File: config.mk
export PLATFORM = sky130hd
export DESIGN_NAME = screen_transition_pixel_mapper
export DESIGN_NICKNAME = d
export VERILOG_FILES = /design/src/rtl/core/stp_pkg.sv /design/src/rtl/core/stp_cfg.sv /design/src/rtl/core/stp_blend.sv /design/src/rtl/core/stp_map.sv /design/src/rtl/core/screen_transition_pixel_mapper.sv
export SDC_FILE = /design/constraint.sdc
export NUM_CORES = 1
export LEC_CHECK = 0
export BUFFER_PORTS_ARGS = -buffer_cell sky130_fd_sc_hd__clkbuf_2
export CORE_ASPECT_RATIO = 0.9
export CORE_MARGIN = 4
export CORE_UTILIZATION = 40
export DETAILED_ROUTE_END_ITERATION = 6
export GPL_TIMING_DRIVEN = 0
export HOLD_SLACK_MARGIN = 0.02
export PLACE_DENSITY_LB_ADDON = 0.25
export SYNTH_ARGS = -nofsm -noshare
export SYNTH_HDL_FRONTEND = slang
export SYNTH_HIERARCHICAL = 1
export SYNTH_SLANG_ARGS = --single-unit
File: constraint.sdc
create_clock -name clk_i -period 7.2 [get_ports clk_i]
set_input_delay 1.08 -clock clk_i [delete_from_list [all_inputs] [get_ports clk_i]]
set_output_delay 1.08 -clock clk_i [all_outputs]
set_load 0.01 [all_outputs]
File: src/rtl/core/stp_pkg.sv
`timescale 1ns / 1ps

package stp_pkg;

  // Field widths
  localparam int unsigned PosW     = 10;
  localparam int unsigned DimW     = 11;
  localparam int unsigned ColW     = 16;
  localparam int unsigned ProgW    = 9;
  localparam int unsigned MixW     = 8;
  localparam int unsigned ModeW    = 3;
  localparam int unsigned CfgIdxW  = 2;
  localparam int unsigned CfgDataW = 11;

  // Q8 progress: shift after a multiply, and the value for "complete"
  localparam int unsigned QShift   = 8;
  localparam logic [ProgW-1:0] ProgFull = 9'd256;

  // Transition modes
  typedef enum logic [ModeW-1:0] {
    MODE_FADE  = 3'd0,
    MODE_COVER = 3'd1,
    MODE_LEFT  = 3'd2,
    MODE_RIGHT = 3'd3,
    MODE_UP    = 3'd4,
    MODE_DOWN  = 3'd5,
    MODE_NONE  = 3'd6
  } mode_e;

  // Pixel source codes
  typedef enum logic [1:0] {
    SRC_OLD   = 2'd0,
    SRC_NEW   = 2'd1,
    SRC_BLEND = 2'd2,
    SRC_KEEP  = 2'd3
  } src_e;

  // Register indexes
  localparam logic [CfgIdxW-1:0] REG_MODE     = 2'd0;
  localparam logic [CfgIdxW-1:0] REG_WIDTH    = 2'd1;
  localparam logic [CfgIdxW-1:0] REG_HEIGHT   = 2'd2;
  localparam logic [CfgIdxW-1:0] REG_PROGRESS = 2'd3;

  localparam logic [DimW-1:0] ResetDim = 11'd240;

  // Settings as seen by the mapping logic (dims clamped, offsets precomputed)
  typedef struct packed {
    logic [ModeW-1:0] mode;
    logic [DimW-1:0]  width;
    logic [DimW-1:0]  height;
    logic [DimW-1:0]  off_x;
    logic [DimW-1:0]  off_y;
    logic [MixW-1:0]  mix;
  } cfg_t;

  // One input item
  typedef struct packed {
    logic [PosW-1:0] pos_x;
    logic [PosW-1:0] pos_y;
    logic [ColW-1:0] color_old;
    logic [ColW-1:0] color_new;
  } item_t;

  // One result item
  typedef struct packed {
    src_e            source;
    logic [PosW-1:0] src_x;
    logic [PosW-1:0] src_y;
    logic [ColW-1:0] blended;
  } res_t;

  // Exact v / 255 for v below 65280
  function automatic logic [MixW-1:0] div255(input logic [15:0] v);
    logic [16:0] s;
    s = 17'(v) + 17'd1 + 17'(v >> 8);
    return s[15:8];
  endfunction

endpackage

File: src/rtl/core/stp_cfg.sv
`timescale 1ns / 1ps

module stp_cfg #(
  parameter int unsigned MAX_DIM = 1024
) (
  input  logic                          clk_i,
  input  logic                          rst_ni,
  input  logic                          cfg_we_i,
  input  logic [stp_pkg::CfgIdxW-1:0]   cfg_idx_i,
  input  logic [stp_pkg::CfgDataW-1:0]  cfg_wdata_i,
  output stp_pkg::cfg_t                 cfg_o
);
  import stp_pkg::*;

  localparam int unsigned ProdW = ProgW + DimW;
  localparam int unsigned MixProdW = ProgW + MixW;

  logic [ModeW-1:0] mode_q;
  logic [DimW-1:0]  width_q, height_q;
  logic [ProgW-1:0] prog_q;

  logic [DimW-1:0]  w_clamp, h_clamp;
  logic [ProgW-1:0] p_clamp;
  logic [ProdW-1:0] prod_x, prod_y;
  logic [ProdW-QShift-1:0] raw_x, raw_y;
  logic [MixProdW-1:0] mix_prod;
  logic [DimW-1:0]  off_x_d, off_x_q, off_y_d, off_y_q;
  logic [MixW-1:0]  mix_d, mix_q;

  // Register writes
  always_ff @(posedge clk_i or negedge rst_ni) begin
    if (!rst_ni) begin
      mode_q   <= MODE_NONE;
      width_q  <= ResetDim;
      height_q <= ResetDim;
      prog_q   <= '0;
    end else if (cfg_we_i) begin
      case (cfg_idx_i)
        REG_MODE:     mode_q   <= cfg_wdata_i[ModeW-1:0];
        REG_WIDTH:    width_q  <= cfg_wdata_i[DimW-1:0];
        REG_HEIGHT:   height_q <= cfg_wdata_i[DimW-1:0];
        REG_PROGRESS: prog_q   <= cfg_wdata_i[ProgW-1:0];
        default: ;
      endcase
    end
  end

  // Clamp dims and progress
  assign w_clamp = (32'(width_q) > MAX_DIM) ? DimW'(MAX_DIM) : width_q;
  assign h_clamp = (32'(height_q) > MAX_DIM) ? DimW'(MAX_DIM) : height_q;
  assign p_clamp = (prog_q > ProgFull) ? ProgFull : prog_q;

  // Offsets (progress * size) >> 8, clamped to size
  assign prod_x = ProdW'(p_clamp) * ProdW'(w_clamp);
  assign prod_y = ProdW'(p_clamp) * ProdW'(h_clamp);
  assign raw_x  = prod_x[ProdW-1:QShift];
  assign raw_y  = prod_y[ProdW-1:QShift];
  assign off_x_d = (raw_x > (ProdW-QShift)'(w_clamp)) ? w_clamp : raw_x[DimW-1:0];
  assign off_y_d = (raw_y > (ProdW-QShift)'(h_clamp)) ? h_clamp : raw_y[DimW-1:0];

  // Fade weight (progress * 255) >> 8
  assign mix_prod = MixProdW'(p_clamp) * MixProdW'(255);
  assign mix_d    = mix_prod[QShift +: MixW];

  // Derived values are registered so the mapping path holds no multiply chain
  always_ff @(posedge clk_i or negedge rst_ni) begin
    if (!rst_ni) begin
      off_x_q <= '0;
      off_y_q <= '0;
      mix_q   <= '0;
    end else begin
      off_x_q <= off_x_d;
      off_y_q <= off_y_d;
      mix_q   <= mix_d;
    end
  end

  assign cfg_o.mode   = mode_q;
  assign cfg_o.width  = w_clamp;
  assign cfg_o.height = h_clamp;
  assign cfg_o.off_x  = off_x_q;
  assign cfg_o.off_y  = off_y_q;
  assign cfg_o.mix    = mix_q;

endmodule

File: src/rtl/core/stp_blend.sv
`timescale 1ns / 1ps

module stp_blend (
  input  logic [stp_pkg::ColW-1:0] color_old_i,
  input  logic [stp_pkg::ColW-1:0] color_new_i,
  input  logic [stp_pkg::MixW-1:0] mix_i,
  output logic [stp_pkg::ColW-1:0] blended_o
);
  import stp_pkg::*;

  // a*(255-m) + b*m fits in 14 bits for a 6-bit channel
  localparam int unsigned SumW = 14;

  logic [MixW-1:0] inv;
  logic [SumW-1:0] sum_r, sum_g, sum_b;
  logic [MixW-1:0] q_r, q_g, q_b;

  assign inv = 8'd255 - mix_i;

  // Per-channel weighted sums
  assign sum_r = SumW'(color_old_i[15:11]) * SumW'(inv) + SumW'(color_new_i[15:11]) * SumW'(mix_i);
  assign sum_g = SumW'(color_old_i[10:5])  * SumW'(inv) + SumW'(color_new_i[10:5])  * SumW'(mix_i);
  assign sum_b = SumW'(color_old_i[4:0])   * SumW'(inv) + SumW'(color_new_i[4:0])   * SumW'(mix_i);

  // Divide by 255, truncating
  assign q_r = div255(16'(sum_r));
  assign q_g = div255(16'(sum_g));
  assign q_b = div255(16'(sum_b));

  assign blended_o = {q_r[4:0], q_g[5:0], q_b[4:0]};

endmodule

File: src/rtl/core/stp_map.sv
`timescale 1ns / 1ps

module stp_map (
  input  stp_pkg::item_t item_i,
  input  stp_pkg::cfg_t  cfg_i,
  output stp_pkg::res_t  res_o
);
  import stp_pkg::*;

  logic [DimW-1:0] x, y, rem_x, rem_y;
  logic [ColW-1:0] blend_w;

  assign x = DimW'(item_i.pos_x);
  assign y = DimW'(item_i.pos_y);

  // Part of the frame still held by the old image
  assign rem_x = cfg_i.width - cfg_i.off_x;
  assign rem_y = cfg_i.height - cfg_i.off_y;

  stp_blend u_blend (
    .color_old_i (item_i.color_old),
    .color_new_i (item_i.color_new),
    .mix_i       (cfg_i.mix),
    .blended_o   (blend_w)
  );

  // Source selection per mode; outside the frame the pixel is kept
  always_comb begin
    res_o.source  = SRC_KEEP;
    res_o.src_x   = item_i.pos_x;
    res_o.src_y   = item_i.pos_y;
    res_o.blended = '0;
    if (x < cfg_i.width && y < cfg_i.height) begin
      case (cfg_i.mode)
        MODE_FADE: begin
          res_o.source  = SRC_BLEND;
          res_o.blended = blend_w;
        end
        MODE_COVER: begin
          if (x >= rem_x) begin
            res_o.source = SRC_NEW;
            res_o.src_x  = PosW'(x - rem_x);
          end else begin
            res_o.source = SRC_OLD;
          end
        end
        MODE_LEFT: begin
          if (x < rem_x) begin
            res_o.source = SRC_OLD;
            res_o.src_x  = PosW'(x + cfg_i.off_x);
          end else begin
            res_o.source = SRC_NEW;
            res_o.src_x  = PosW'(x - rem_x);
          end
        end
        MODE_RIGHT: begin
          if (x < cfg_i.off_x) begin
            res_o.source = SRC_NEW;
            res_o.src_x  = PosW'(x + rem_x);
          end else begin
            res_o.source = SRC_OLD;
            res_o.src_x  = PosW'(x - cfg_i.off_x);
          end
        end
        MODE_UP: begin
          if (y < rem_y) begin
            res_o.source = SRC_OLD;
            res_o.src_y  = PosW'(y + cfg_i.off_y);
          end else begin
            res_o.source = SRC_NEW;
            res_o.src_y  = PosW'(y - rem_y);
          end
        end
        MODE_DOWN: begin
          if (y < cfg_i.off_y) begin
            res_o.source = SRC_NEW;
            res_o.src_y  = PosW'(y + rem_y);
          end else begin
            res_o.source = SRC_OLD;
            res_o.src_y  = PosW'(y - cfg_i.off_y);
          end
        end
        default: ;
      endcase
    end
  end

endmodule

File: src/rtl/core/screen_transition_pixel_mapper.sv
`timescale 1ns / 1ps
// done_o and the result come from the result register, which follows the input register.
// Throughput: one item per clock; busy is always low, so start is taken every cycle.
// Rate is set by the input register -> mapping/blend logic -> result register path.
// Reset: mode none, width and height 240, progress 0; no item in flight.
// The receiver cannot stall: each result holds for exactly one cycle.

module screen_transition_pixel_mapper #(
  parameter int unsigned MAX_DIM = 1024
) (
  input  logic                          clk_i,
  input  logic                          rst_ni,
  input  logic                          start,
  output logic                          busy,
  input  logic [stp_pkg::PosW-1:0]      pos_x_i,
  input  logic [stp_pkg::PosW-1:0]      pos_y_i,
  input  logic [stp_pkg::ColW-1:0]      color_old_i,
  input  logic [stp_pkg::ColW-1:0]      color_new_i,
  output logic                          done_o,
  output logic [1:0]                    source_o,
  output logic [stp_pkg::PosW-1:0]      src_x_o,
  output logic [stp_pkg::PosW-1:0]      src_y_o,
  output logic [stp_pkg::ColW-1:0]      blended_o,
  input  logic                          cfg_we_i,
  input  logic [stp_pkg::CfgIdxW-1:0]   cfg_idx_i,
  input  logic [stp_pkg::CfgDataW-1:0]  cfg_wdata_i
);
  import stp_pkg::*;

  logic  accept;
  logic  in_vld_q, done_q;
  item_t item_q;
  res_t  res_d, res_q;
  cfg_t  cfg;

  assign busy   = 1'b0;
  assign accept = start && !busy;

  stp_cfg #(
    .MAX_DIM (MAX_DIM)
  ) u_cfg (
    .clk_i       (clk_i),
    .rst_ni      (rst_ni),
    .cfg_we_i    (cfg_we_i),
    .cfg_idx_i   (cfg_idx_i),
    .cfg_wdata_i (cfg_wdata_i),
    .cfg_o       (cfg)
  );

  // Input register
  always_ff @(posedge clk_i or negedge rst_ni) begin
    if (!rst_ni) begin
      in_vld_q <= 1'b0;
    end else begin
      in_vld_q <= accept;
    end
  end

  always_ff @(posedge clk_i) begin
    if (accept) begin
      item_q <= '{pos_x: pos_x_i, pos_y: pos_y_i,
                  color_old: color_old_i, color_new: color_new_i};
    end
  end

  stp_map u_map (
    .item_i (item_q),
    .cfg_i  (cfg),
    .res_o  (res_d)
  );

  // Result register
  always_ff @(posedge clk_i or negedge rst_ni) begin
    if (!rst_ni) begin
      done_q <= 1'b0;
    end else begin
      done_q <= in_vld_q;
    end
  end

  always_ff @(posedge clk_i) begin
    if (in_vld_q) begin
      res_q <= res_d;
    end
  end

  assign done_o    = done_q;
  assign source_o  = res_q.source;
  assign src_x_o   = res_q.src_x;
  assign src_y_o   = res_q.src_y;
  assign blended_o = res_q.blended;

  // Every result traces back to an accepted item, through the input and result registers
  a_done_from_start: assert property (@(posedge clk_i) disable iff (!rst_ni)
    done_o |-> $past(accept, 2))
    else $error("result without accepted item");

  // Blend value only when blending
  a_blend_zero: assert property (@(posedge clk_i) disable iff (!rst_ni)
    (done_o && source_o != SRC_BLEND) |-> (blended_o == '0))
    else $error("blended nonzero for non-blend source");

  // Kept and blended pixels report their own position
  a_keep_pos: assert property (@(posedge clk_i) disable iff (!rst_ni)
    (done_o && (source_o == SRC_KEEP || source_o == SRC_BLEND))
      |-> (src_x_o == $past(pos_x_i, 2) && src_y_o == $past(pos_y_i, 2)))
    else $error("position changed for kept or blended pixel");

  // Only fade mode produces blended pixels
  a_blend_mode: assert property (@(posedge clk_i) disable iff (!rst_ni)
    (done_o && cfg.mode != MODE_FADE) |-> (source_o != SRC_BLEND))
    else $error("blend outside fade mode");

endmodule

==> summary.txt <==
Die
  – Core area: slightly below 70000 um2
  – Width of the die: ~280 um
  – I/O Pins: 109
  – Row count: 90
  – Total die area: about 73000 um2
  – Die height: approximately 260 um
  – Initial Util: 40.6%

Worst setup path
  – Reg2reg setup slack: ~0.22 ns
  – Worst Reg-to-Reg Cells: 28
  – Reg-to-reg startpoint: u_cfg/mix_q[0]
  – Critical path capture point type: register
  – Data arrival, critical path: 7.24 ns
  – Reg-to-reg endpoint: blended_o[2]
  – CP Launch Type: register
  – Data required time of the worst path: 7.46 ns
  – CP peak stage delay: between 0.5 and 0.6 ns
  – Slowest cell on crit path: fa_1
  – Worst setup path startpoint: u_cfg/mix_q[0]
  – CP most frequent cell: fa_1
  – CP max FO: 9
  – Critical path class: reg2reg

Routing
  – Routed WL: between 70000 and 80000 um
  – DRC Markers: 0
  – Via density: a little over 5
  – Via count: between 20000 and 25000
  – Wire length per cell: roughly 18 um
  – Initial DRT Pass Iterations: 5
  – Antenna-violating nets left: 0
  – First DRT Iteration DRCs: between 1000 and 1500

Synth
  – Synthesized area: around 27000 um2
  – Syn Inst Count: 2972
  – Top-area cell type share of the netlist area: 25.1%
  – Top_reg_cell synth: edfxtp_1
  – Seq/Total Area, Yosys: between 10% and 20%
  – Yosys warnings: 6
  – Largest cells by area after synthesis: fa_1 (25%), ha_1 (16%), edfxtp_1 (9.9%)
  – Syn avg cell area: between 9 and 10 um2
  – Share of synthesized registers carrying an async set or reset: 42.3%
  – Post-synth top cells: inv_1 (507), fa_1 (343), ha_1 (343)
  – Netlist cell types: between 100 and 150
  – Cell with the most instances after synthesis: inv_1
  – Synth area leader: fa_1
  – Number of synthesized flops with an enable pin: 90
  – Number of synthesized register bits: roughly 160

Clock network
  – Sink Count: around 160
  – Clock Latency Late Sink: approximately 0.50 ns
  – CTS tree: built
  – Inserted Clock Buffers: 17
  – Post-CTS Hold Fix Bufs: 0
  – Clock root buffer: clkbuf_16
  – CTS Buffer Depth: 2
  – Clock-pin transition on the worst setup and hold timing paths: about 0.070 ns
  – H-tree Lvls: 4

Global route
  – Total GRT Usage: approximately a fifth
  – Global-route wire length before repair: about 110000 um
  – Antenna violations before repair: 1
  – Largest net degree at the start of global routing: 57
  – Vias in the first global route: between 20000 and 25000
  – Global route overflow: 0

STA
  – Min cycle time layout: roughly 7 ns
  – Slew headroom: a little over two fifths
  – Skew final: around 0.014 ns
  – Final Hold Viols: 0
  – Worst setup margin: 0.216 ns
  – Setup TNS: 0 ns
  – RSZ-0062 raised after global routing: true
  – Worst Tran Pin Value: between 0.8 and 0.9 ns
  – Period utilization: between 90 and 100%
  – Slew Limit Fails: 0
  – Fmax: 143 MHz
  – # setup viols final: 0

Cells and area
  – Seq. cell area: 4380 um2
  – Final #Nets: between 3000 and 4000
  – P&R area growth vs syn: 12.1%
  – Fillers: roughly 6500
  – Multi-input logic area: 21100 um2
  – Share of layout cells above drive strength 1: between 10% and 20%

Worst hold path
  – Worst Hold Class: in2async

Job
  – Max cap viols: 0

Run status
  – Status: completed

Placement
  – HPWL after DPL: 56800 um
  – Post-Place Setup Slack: -2.00 ns
  – RD Place Congestion: 0.852
  – Port bufs: roughly 110
## repair_timing
item / in CTS / in global routing
setup endpoints to repair: 45 / 39
setup buffers: 15 / 34
resized for setup: 130 / 118
pin swaps: 21 / 27
endpoints found under the hold margin: 0 / 0
cloned: 0 / 1
## routing by layer
layer	vias to the layer above	global-route usage [%]	share of wire (%)
li1	10093	-	-
met1	10319	27.4	47
met2	416	32.6	46
met3	65	3.46	4.7
met4	0	5.59	2.3
met5	-	0	0
## through the flow
step / hold WS, ns / instance area (um2) / utilization (%) / std cells
3_3_place_gp: 0.479 / 29000 / 43.1 / 3955
6_report: 0.476 / 30700 / 45.5 / 4038
4_1_cts: 0.441 / 30100 / 44.7 / 4003
2_1_floorplan: 0.471 / 27400 / - / 2974
5_1_grt: 0.452 / 30700 / 45.5 / 4038
3_5_place_dp: 0.486 / 29100 / 43.2 / 3959
## sequential cells by signal, summed over array words and instances (netlist names)
signal and flops:
done_o 1, blended_o 16, source_o 2, u_cfg/height_q 11, src_y_o 10, u_cfg/prog_q 9
src_x_o 10, u_cfg/off_x_q 11, u_cfg/width_q 11, u_cfg/off_y_q 11, u_cfg/mix_q 8, item_q 52
u_cfg/mode_q 3, in_vld_q 1
## area by class of cell
cell class	instances	area share, %
plain buffers	82	1.89
flip-flops and latches	156	14.3
clock inverters	11	0.294
clock buffers	21	1.64
inverters	515	6.45
well taps	874	3.57
repair buffers	160	3.20
diodes	1	0.00816
multi-input cells	2218	68.7
## critical path: cells and delay by family, from the launching register on
| family | cells | cell delay (ns) |
|---|---|---|
| AO/OA/AOI/OAI | 7 | 1.26 |
| XOR/XNOR | 2 | 0.26 |
| adder cells (fa/ha/maj) | 7 | 3.18 |
| buffers and inverters | 4 | 0.35 |
| flip-flops | 1 | 0.55 |
| AND/OR/NAND/NOR | 8 | 1.11 |
## placed cells by master, fill, tap and decap left out, drive strengths merged, types with 14 or more instances in the layout
master	n
inv	517
fa	343
ha	343
nand2	212
nor2	205
clkbuf	184
and2	118
nand2b	107
a21oi	92
nor2b	91
edfxtp	90
o21ai	86
xnor2	85
buf	79
mux2	56
dfrtp	56
nor3	45
a21o	44
xor2	42
nand3	37
o21a	29
nand4	20
o211ai	17
a211oi	17
a211o	14
## cells by family (layout without fill, tap and decap cells)
| family | count (synthesis) | in the layout | share of synthesized area (%) |
|---|---|---|---|
| buf+inv | 601 | 789 | 8.46 |
| flops | 156 | 156 | 16.0 |
| xor+xnor | 127 | 127 | 4.09 |
| other cells | 3 | 6 | 0.0412 |
| compound gates | 411 | 412 | 10.5 |
| fa+ha+maj | 689 | 689 | 40.9 |
| mux | 68 | 68 | 2.74 |
| simple gates | 917 | 917 | 17.3 |
## worst max-delay path by stage
stage                            end  slack [ns]  cells past startpoint
CTS                     blended_o[2]       0.001                     28
finish                  blended_o[2]        0.22                     28
floorplan           u_cfg/off_y_q[1]        0.07                     30
detailed placement  u_cfg/off_y_q[3]       -2.00                     30
global route              src_y_o[9]       -0.07                     36
global placement    u_cfg/off_y_q[4]       -1.89                     30
Power is not shown: default switching activity piles up to over one toggle a cycle in this logic, so the estimate is an artifact.
